<file path="src/hw/rtl/tss_pkg.sv">
// Shared types, widths and constants for the Taylor-series sine block.
// Used by tss_mul and taylor_sine_series; depends on nothing else.
`timescale 1ns / 1ps

package tss_pkg;

  localparam int MAX_TERMS  = 16;
  localparam int FRAC_BITS  = 28;
  localparam int RECIP_BITS = 40;

  localparam int X_W    = 32;               // input angle, Q3.28
  localparam int OUT_W  = 34;               // result, Q5.28
  localparam int MAG_W  = 56;               // term magnitude, capped at 2^56-1
  localparam int OPB_W  = 38;               // second multiplier operand (xsq or reciprocal)
  localparam int PROD_W = MAG_W + OPB_W;    // full product
  localparam int ACC_W  = 62;               // signed sum of up to MAX_TERMS magnitudes
  localparam int CNT_W  = $clog2(MAX_TERMS + 1);
  localparam int IDX_W  = $clog2(MAX_TERMS);
  localparam int CFG_W  = 5;

  localparam logic [CFG_W-1:0] NUM_TERMS_RST = CFG_W'(10);
  localparam logic [CNT_W-1:0] TERM_CAP      = CNT_W'(MAX_TERMS);

  localparam logic [MAG_W-1:0] MAG_CAP = {MAG_W{1'b1}};

  localparam logic signed [ACC_W-1:0] OUT_MAX = ACC_W'((64'sd1 <<< (OUT_W - 1)) - 64'sd1);
  localparam logic signed [ACC_W-1:0] OUT_MIN = -OUT_MAX - ACC_W'(1);

  typedef enum logic [2:0] {
    ST_IDLE,
    ST_SQUARE,
    ST_MUL_X,
    ST_MUL_R,
    ST_DONE
  } tss_state_t;

  // Request to the shared multiply-and-shift unit.
  typedef struct packed {
    logic             start;
    logic             long_shift;   // 1: shift by RECIP_BITS, 0: by FRAC_BITS
    logic [MAG_W-1:0] a;
    logic [OPB_W-1:0] b;
  } mul_req_t;

  typedef struct packed {
    logic             done;
    logic [MAG_W-1:0] result;
  } mul_rsp_t;

  // Rounded reciprocal of (2i)(2i+1), scaled by 2^RECIP_BITS.
  function automatic logic [OPB_W-1:0] recip(input logic [IDX_W-1:0] i);
    logic [OPB_W-1:0] r;
    unique case (i)
      4'd1:    r = 38'd183251937963;
      4'd2:    r = 38'd54975581389;
      4'd3:    r = 38'd26178848280;
      4'd4:    r = 38'd15270994830;
      4'd5:    r = 38'd9995560253;
      4'd6:    r = 38'd7048151460;
      4'd7:    r = 38'd5235769656;
      4'd8:    r = 38'd4042322161;
      4'd9:    r = 38'd3214946280;
      4'd10:   r = 38'd2617884828;
      4'd11:   r = 38'd2172947881;
      4'd12:   r = 38'd1832519380;
      4'd13:   r = 38'd1566255880;
      4'd14:   r = 38'd1354078359;
      4'd15:   r = 38'd1182270568;
      default: r = '0;
    endcase
    return r;
  endfunction

endpackage

</file>
<file path="src/hw/rtl/tss_mul.sv">
// Iterative multiply-and-shift unit: (a * b) >> 28 or 40, capped at 2^56-1.
// One 32x32 partial product per cycle; depends on tss_pkg.
`timescale 1ns / 1ps

module tss_mul import tss_pkg::*; (
  input  logic     clk,
  input  logic     rst,
  input  mul_req_t req,
  output mul_rsp_t rsp
);

  localparam logic [2:0] LAST_PP   = 3'd3;
  localparam logic [2:0] LAST_STEP = 3'd5;

  logic              busy;
  logic              done;
  logic [2:0]        step;
  logic [MAG_W-1:0]  a_op;
  logic [OPB_W-1:0]  b_op;
  logic              long_sh;
  logic [63:0]       pp;
  logic [1:0]        pp_pos;
  logic [PROD_W-1:0] prod;
  logic [MAG_W-1:0]  result;

  logic [31:0]       a_sel;
  logic [31:0]       b_sel;
  logic [PROD_W-1:0] pp_aligned;
  logic [PROD_W-1:0] prod_shr;
  logic [MAG_W-1:0]  clipped;

  // Limb order: a0*b0, a0*b1, a1*b0, a1*b1.
  assign a_sel = step[1] ? 32'(a_op[MAG_W-1:32]) : a_op[31:0];
  assign b_sel = step[0] ? 32'(b_op[OPB_W-1:32]) : b_op[31:0];

  always_comb begin
    case (pp_pos)
      2'd0:    pp_aligned = PROD_W'(pp);
      2'd1:    pp_aligned = PROD_W'(pp) << 32;
      default: pp_aligned = PROD_W'(pp) << 64;
    endcase
  end

  assign prod_shr = long_sh ? (prod >> RECIP_BITS) : (prod >> FRAC_BITS);
  assign clipped  = (|prod_shr[PROD_W-1:MAG_W]) ? MAG_CAP : prod_shr[MAG_W-1:0];

  always_ff @(posedge clk) begin
    if (rst) begin
      busy <= 1'b0;
      done <= 1'b0;
      step <= '0;
    end else begin
      done <= 1'b0;
      if (req.start) begin
        busy <= 1'b1;
        step <= '0;
      end else if (busy) begin
        step <= step + 3'd1;
        if (step == LAST_STEP) begin
          busy <= 1'b0;
          done <= 1'b1;
        end
      end
    end
  end

  always_ff @(posedge clk) begin
    if (req.start) begin
      a_op    <= req.a;
      b_op    <= req.b;
      long_sh <= req.long_shift;
      prod    <= '0;
    end else if (busy) begin
      if (step <= LAST_PP) begin
        pp     <= 64'(a_sel) * 64'(b_sel);
        pp_pos <= {1'b0, step[1]} + {1'b0, step[0]};
      end
      if (step != 3'd0 && step != LAST_STEP) begin
        prod <= prod + pp_aligned;
      end
      if (step == LAST_STEP) begin
        result <= clipped;
      end
    end
  end

  assign rsp.done   = done;
  assign rsp.result = result;

endmodule

</file>
<file path="src/hw/rtl/taylor_sine_series.sv">
// Truncated Taylor-series sine, fixed point, top level.
// Depends on tss_pkg and tss_mul.
`timescale 1ns / 1ps

// Usage:
//   cfg channel (cfg_valid/cfg_ready/cfg_data): writes num_terms, the number of
//   series terms (0..31, counts above 16 sum 16 terms, zero gives 0). Write it
//   only while the block is idle. Reset value is 10.
//   in channel (in_valid/in_stall/x_angle): one signed Q3.28 angle per transfer.
//   out channel (out_valid/out_stall/sine_value/saturated): one Q5.28 sum per
//   angle, clipped to the 34-bit range with saturated set when clipped.
// Timing: all multiplies run on one shared 32x32 multiplier in tss_mul, four
//   partial products per multiply. Each term after the first needs two
//   multiplies (by x^2, then by the reciprocal of the factorial step), and x^2
//   itself needs one; with zero terms no multiply runs. One item is worked on
//   at a time; in_stall is high from accept until the result is loaded, so the
//   next angle can transfer once the block is idle again.
// Receiver stall: the result sits in an output register; a new angle is taken
//   as soon as the result is loaded, even if out_stall holds it. A finished
//   result waits in the done state until the output register is free.
// Reset (rst, synchronous): drops any item in flight, empties the output
//   register and restores num_terms to 10.

module taylor_sine_series import tss_pkg::*; (
  input  logic                    clk,
  input  logic                    rst,
  // configuration write channel
  input  logic                    cfg_valid,
  output logic                    cfg_ready,
  input  logic [CFG_W-1:0]        cfg_data,
  // angle input channel
  input  logic                    in_valid,
  output logic                    in_stall,
  input  logic signed [X_W-1:0]   x_angle,
  // result output channel
  output logic                    out_valid,
  input  logic                    out_stall,
  output logic signed [OUT_W-1:0] sine_value,
  output logic                    saturated
);

  tss_state_t state, state_next;

  logic [CFG_W-1:0]        num_terms;
  logic                    neg;
  logic [MAG_W-1:0]        mag;
  logic [OPB_W-1:0]        xsq;
  logic signed [ACC_W-1:0] acc;
  logic [CNT_W-1:0]        term_idx;
  logic [CNT_W-1:0]        term_cnt;

  mul_req_t mul_req;
  mul_rsp_t mul_rsp;

  logic                    in_xfer;
  logic                    out_free;
  logic [X_W-1:0]          x_mag;
  logic [CNT_W-1:0]        cnt_in;
  logic [CNT_W-1:0]        term_idx_next;
  logic                    minus;
  logic signed [ACC_W-1:0] term_val;
  logic signed [ACC_W-1:0] acc_upd;

  assign in_stall  = (state != ST_IDLE);
  assign cfg_ready = (state == ST_IDLE);
  assign in_xfer   = in_valid && !in_stall;
  assign out_free  = !out_valid || !out_stall;

  // Magnitude of the angle; the most negative code maps to 2^31 on its own.
  assign x_mag  = x_angle[X_W-1] ? (~x_angle + X_W'(1)) : x_angle;
  assign cnt_in = (CNT_W'(num_terms) > TERM_CAP) ? TERM_CAP : CNT_W'(num_terms);

  assign term_idx_next = term_idx + CNT_W'(1);

  // Term sign alternates, starting from the sign of x.
  assign minus    = neg ^ term_idx[0];
  assign term_val = minus ? -$signed(ACC_W'(mul_rsp.result)) : $signed(ACC_W'(mul_rsp.result));
  assign acc_upd  = acc + term_val;

  tss_mul u_mul (
    .clk (clk),
    .rst (rst),
    .req (mul_req),
    .rsp (mul_rsp)
  );

  // Configuration register
  always_ff @(posedge clk) begin
    if (rst) begin
      num_terms <= NUM_TERMS_RST;
    end else if (cfg_valid && cfg_ready) begin
      num_terms <= cfg_data;
    end
  end

  always_ff @(posedge clk) begin
    if (rst) begin
      state <= ST_IDLE;
    end else begin
      state <= state_next;
    end
  end

  // Sequencer: next state and requests to the shared multiplier.
  always_comb begin
    state_next         = state;
    mul_req.start      = 1'b0;
    mul_req.long_shift = 1'b0;
    mul_req.a          = mag;
    mul_req.b          = xsq;
    unique case (state)
      ST_IDLE: begin
        if (in_xfer) begin
          if (cnt_in == '0) begin
            state_next = ST_DONE;
          end else begin
            // square the angle magnitude
            state_next    = ST_SQUARE;
            mul_req.start = 1'b1;
            mul_req.a     = MAG_W'(x_mag);
            mul_req.b     = OPB_W'(x_mag);
          end
        end
      end
      ST_SQUARE: begin
        if (mul_rsp.done) begin
          if (term_cnt == CNT_W'(1)) begin
            state_next = ST_DONE;
          end else begin
            state_next    = ST_MUL_X;
            mul_req.start = 1'b1;
            mul_req.a     = mag;
            mul_req.b     = mul_rsp.result[OPB_W-1:0];
          end
        end
      end
      ST_MUL_X: begin
        if (mul_rsp.done) begin
          state_next         = ST_MUL_R;
          mul_req.start      = 1'b1;
          mul_req.long_shift = 1'b1;
          mul_req.a          = mul_rsp.result;
          mul_req.b          = recip(term_idx[IDX_W-1:0]);
        end
      end
      ST_MUL_R: begin
        if (mul_rsp.done) begin
          if (term_idx_next == term_cnt) begin
            state_next = ST_DONE;
          end else begin
            state_next    = ST_MUL_X;
            mul_req.start = 1'b1;
            mul_req.a     = mul_rsp.result;
            mul_req.b     = xsq;
          end
        end
      end
      ST_DONE: begin
        if (out_free) begin
          state_next = ST_IDLE;
        end
      end
      default: begin
        state_next = ST_IDLE;
      end
    endcase
  end

  // Datapath: term magnitude, x^2, accumulator and term count.
  always_ff @(posedge clk) begin
    unique case (state)
      ST_IDLE: begin
        if (in_xfer) begin
          neg      <= x_angle[X_W-1];
          mag      <= MAG_W'(x_mag);
          term_cnt <= cnt_in;
          term_idx <= '0;
          acc      <= '0;
        end
      end
      ST_SQUARE: begin
        if (mul_rsp.done) begin
          // hold x^2 and add the first term, x itself
          xsq      <= mul_rsp.result[OPB_W-1:0];
          acc      <= neg ? -$signed(ACC_W'(mag)) : $signed(ACC_W'(mag));
          term_idx <= CNT_W'(1);
        end
      end
      ST_MUL_R: begin
        if (mul_rsp.done) begin
          mag      <= mul_rsp.result;
          acc      <= acc_upd;
          term_idx <= term_idx_next;
        end
      end
      default: begin
      end
    endcase
  end

  // Output register with saturation to Q5.28.
  always_ff @(posedge clk) begin
    if (rst) begin
      out_valid <= 1'b0;
    end else if (state == ST_DONE && out_free) begin
      out_valid <= 1'b1;
    end else if (out_valid && !out_stall) begin
      out_valid <= 1'b0;
    end
  end

  always_ff @(posedge clk) begin
    if (state == ST_DONE && out_free) begin
      if (acc > OUT_MAX) begin
        sine_value <= OUT_W'(OUT_MAX);
        saturated  <= 1'b1;
      end else if (acc < OUT_MIN) begin
        sine_value <= OUT_W'(OUT_MIN);
        saturated  <= 1'b1;
      end else begin
        sine_value <= OUT_W'(acc);
        saturated  <= 1'b0;
      end
    end
  end

`ifndef SYNTHESIS
  // The multiplier only reports back while a term is being worked on.
  a_mul_done_busy: assert property (@(posedge clk) disable iff (rst)
    mul_rsp.done |-> (state == ST_SQUARE || state == ST_MUL_X || state == ST_MUL_R))
    else $error("multiplier done outside a working state");

  // Term index stays between the first and the last configured term.
  a_term_range: assert property (@(posedge clk) disable iff (rst)
    (state == ST_MUL_X || state == ST_MUL_R) |->
      (term_idx != '0 && term_idx < term_cnt && term_cnt <= TERM_CAP))
    else $error("term index out of range");

  // A clipped result sits at one end of the output range.
  a_sat_value: assert property (@(posedge clk) disable iff (rst)
    (out_valid && saturated) |->
      (sine_value == OUT_W'(OUT_MAX) || sine_value == OUT_W'(OUT_MIN)))
    else $error("saturated flag without a range-end value");

  // An accepted angle always starts work.
  a_accept_busy: assert property (@(posedge clk) disable iff (rst)
    in_xfer |=> (state != ST_IDLE))
    else $error("accepted angle did not start work");
`endif

endmodule

</file>
<file path="config.mk">
export PLATFORM = sky130hd
export DESIGN_NAME = taylor_sine_series
export DESIGN_NICKNAME = d
export VERILOG_FILES = /design/src/hw/rtl/tss_pkg.sv /design/src/hw/rtl/tss_mul.sv /design/src/hw/rtl/taylor_sine_series.sv
export SDC_FILE = /design/constraint.sdc
export NUM_CORES = 2
export LEC_CHECK = 0
export BUFFER_PORTS_ARGS = -buffer_cell sky130_fd_sc_hd__buf_2
export CAP_MARGIN = 15
export CELL_PAD_IN_SITES_DETAIL_PLACEMENT = 1
export CELL_PAD_IN_SITES_GLOBAL_PLACEMENT = 1
export CORE_MARGIN = 10
export CORE_UTILIZATION = 45
export DETAILED_ROUTE_END_ITERATION = 16
export GPL_TIMING_DRIVEN = 0
export PLACE_DENSITY = 0.89
export SYNTH_ARGS = -nofsm -noshare
export SYNTH_HDL_FRONTEND = slang
export SYNTH_SLANG_ARGS = --single-unit
</file>
<file path="constraint.sdc">
create_clock -name clk -period 8.6 [get_ports clk]
set_input_delay 0.43 -clock clk [delete_from_list [all_inputs] [get_ports clk]]
set_output_delay 0.43 -clock clk [all_outputs]
set_load 0.02 [all_outputs]
</file>
==> key figures <==
Run status
  – Status: complete, but fails checks
  – Failing checks: setup timing

Critical path
  – Setup CP Type: reg -> reg
  – Slowest cell on the critical path: fa_2
  – Max Fanout on Critical Path: 10
  – Startpoint Class: flip-flop
  – Critical path endpoint category: flip-flop
  – CP Buf/Inv Count: 5
  – Reg-to-reg slack, setup: -0.58 ns
  – Family with the most delay on the worst path: adder cells
  – Crit path required time: around 9 ns
  – Worst Path Arrival: 9.59 ns
  – Max incr delay on CP: 0.76 ns
  – CP most frequent cell: fa_1

GRT
  – Vias in the first global route: 66901
  – GRT overflow: 0
  – First-pass GRT wire length: 471800 um
  – Gr usage total: between 30% and 40%
  – Initial antenna violation count: 18
  – Largest net degree at the start of global routing: between 40 and 50

Layout
  – Fin cells: 10076
  – Final #Nets: 9369
  – Seq. cell area: roughly 15000 um^2
  – Post-layout util: between 50% and 60%
  – Syn-to-layout area delta: 13.58%
  – Fraction of layout cells with a size suffix above 1: 9.343%
  – Multi-input logic area: 48800 um^2
  – Number of fill cells: 17320

Placed design
  – PortBufs: 79
  – Worst slack, placed: -3.125 ns
  – Final GP Congestion: 1.081
  – DP Wirelength: 262500 um
  – Placed cell count: between 9000 and 10000

Timing
  – Number of hold violations in the final report: 0
  – Tcrit/Tclk final: 106.7%
  – Relative slew slack: 6.481%
  – Unrepaired setup endpoints after global routing: true
  – Fmax: 108.9 MHz
  – Clock Skew: 0.04932 ns
  – PnR worst setup slack: -0.5792 ns
  – Slew Viols, Final: 0
  – Worst Tran Pin Value: 1.398 ns
  – Final setup fails: 27
  – Min Tclk post-route: roughly 9.2 ns

Route
  – TritonRoute pass-1 iters: 10
  – WL met2: 138300 um
  – Vias: 63879
  – Max Used Layer: met5
  – Met3 Routed Length: approximately 43000 um
  – Vias/cell: 6.340
  – Post-route ant nets: 0
  – WL met1: 122600 um
  – DRC Markers: 0
  – Starting DRT DRC Count: 8283
  – Drt wl/cell: 33.17 um
  – Detailed Route WL: ~330000 um

Synthesis
  – Synthesized area per cell: 8.846 um^2
  – Flops & latches, synth: 564
  – Most common cell in the netlist: inv_1
  – Prevailing post-synth register cell: edfxtp_1
  – Yosys top cell by area: fa_1
  – Netlist cell types: 81
  – Post-synth EDFFs: 419
  – Async set or reset register ratio after synthesis: 0%
  – Post-Syn Nets: approximately 9000
  – Sequential area share after synthesis: 22.71%
  – Mapped Area: 68190 um^2
  – Share of the synthesized area in the top cell type: 26.36%
  – Post-Syn Instances: 7709
  – Top cells by count, synth: inv_1 (978), nand2_1 (976), nor2_1 (958)
  – Warnings from Yosys: 0
  – Area contributors post-synth: fa_1 (26%), edfxtp_1 (18%), ha_1 (7.9%), inv_1 (5.4%), nand2_1 (5.4%)

CTS
  – Clk buf depth: 3
  – Clock Sinks: 564
  – H-tree depth: 2
  – TritonCTS clock tree: yes
  – Skew-Pair Late Insertion Delay: roughly 0.68 ns
  – Clock Root Buffer: clkbuf_16
  – Clock slew at reported path FFs: 0.07 ns
  – Num CTS Buffers: 61

Run
  – Max-cap viol count: 0

Floorplan
  – Die Height: 409.3 um
  – Core footprint: 150100 um^2
  – Starting Density: between 40% and 50%
  – Die width: 409.3 um
  – Top-level port count: 80
  – Die ar.: 167500 um^2
  – # rows: 142

Worst hold path
  – Hold Path Class: in -> reg
[sequential cells by signal, indices dropped and copies added, names as in the netlist, named ones only]
| register | cells |
|---|---|
| xsq | 38 |
| u_mul.step | 3 |
| u_mul.done | 1 |
| term_cnt | 5 |
| u_mul.a_op | 56 |
| u_mul.b_op | 38 |
| neg | 1 |
| sine_value | 34 |
| u_mul.busy | 1 |
| state | 3 |
| u_mul.long_sh | 1 |
| mag | 56 |
| u_mul.pp_pos | 2 |
| u_mul.prod | 94 |
| acc | 62 |
| out_valid | 1 |
| u_mul.result | 56 |
| u_mul.pp | 64 |
| term_idx | 5 |
| num_terms | 5 |
| saturated | 1 |
[worst paths after layout]
check             cells after the start      startpoint             end
hold / removal                        3     cfg_data[0]    num_terms[0]
setup / recovery                     27   u_mul.step[1]    u_mul.pp[61]
setup reg to reg                     27   u_mul.step[1]    u_mul.pp[61]
hold reg to reg                       2  u_mul.prod[17]  u_mul.prod[17]
[kinds of logic after synthesis]
| logic type | after synthesis | share of synthesized area [%] |
|---|---|---|
| and+or+nand+nor | 2530 | 16.00 |
| buffers and inverters | 1426 | 7.851 |
| AOI/OAI and AO/OA | 1407 | 13.08 |
| adders and majority gates | 1331 | 34.31 |
| DFF | 564 | 22.71 |
| xor gates and xnor gates | 342 | 4.393 |
| muxes | 109 | 1.661 |
[final cells by class]
type	instances	area share, %
Sequential cell	564	20.00
Clock buffer	86	2.266
Timing Repair Buffer	233	2.791
Clock inverter	30	0.3990
Tap cell	2016	3.257
Buffer	437	3.467
Antenna cell	11	0.03554
Multi-Input combinational cell	5719	63.01
Inverter	980	4.775
[through the flow]
step | hold WS [ns] | instance area, um^2 | TNS [ns]
floorplan | 0.4244 | 68190 | 0
global placement | 0.4326 | 71110 | -182.57
detailed placement | 0.4523 | 71780 | -91.26
CTS | 0.01385 | 76490 | -0.6727
global route | 0.04481 | 77430 | -7.706
finish | 0.04420 | 77450 | -7.465
[worst min-delay path, cell delays in order]
cell and delay (ns):
buf_2 0.09, nand3_1 0.06, a21oi_1 0.06
[placed cells by master (no fill, tap or decap), types with 53 or more instances in the layout]
master / instances
inv_1: 966
nand2_1: 956
nor2_1: 948
fa_1: 870
a21oi_1: 498
edfxtp_1: 419
ha_1: 414
clkbuf_1: 267
o21ai_0: 262
xnor2_1: 176
xor2_1: 151
dfxtp_1: 143
a21o_1: 135
nor3_1: 113
buf_4: 107
nand4_1: 103
buf_2: 86
clkbuf_16: 84
nor2b_1: 59
nand3_1: 57
a22o_1: 55
clkbuf_2: 54
a211oi_1: 53
o21bai_1: 53
[per-layer routing]
metal | up-vias | track usage [%]
li1 | 26029 | -
met1 | 32266 | 47.99
met2 | 4312 | 55.55
met3 | 1250 | 13.45
met4 | 22 | 26.67
met5 | - | 1.149
[repair_timing]
action / in CTS / in global routing
resized for setup: 515 / 169
setup buffers: 74 / 47
hold endpoints to repair: 0 / 0
hold buffers: 0 / 0
endpoints found under the setup margin: 50 / 32
pin swaps: 45 / 65
cloned: 2 / 0
Power is left out: the tool's default activity adds up to more than one toggle a clock period on the data nets, which glitch-free logic cannot reach.
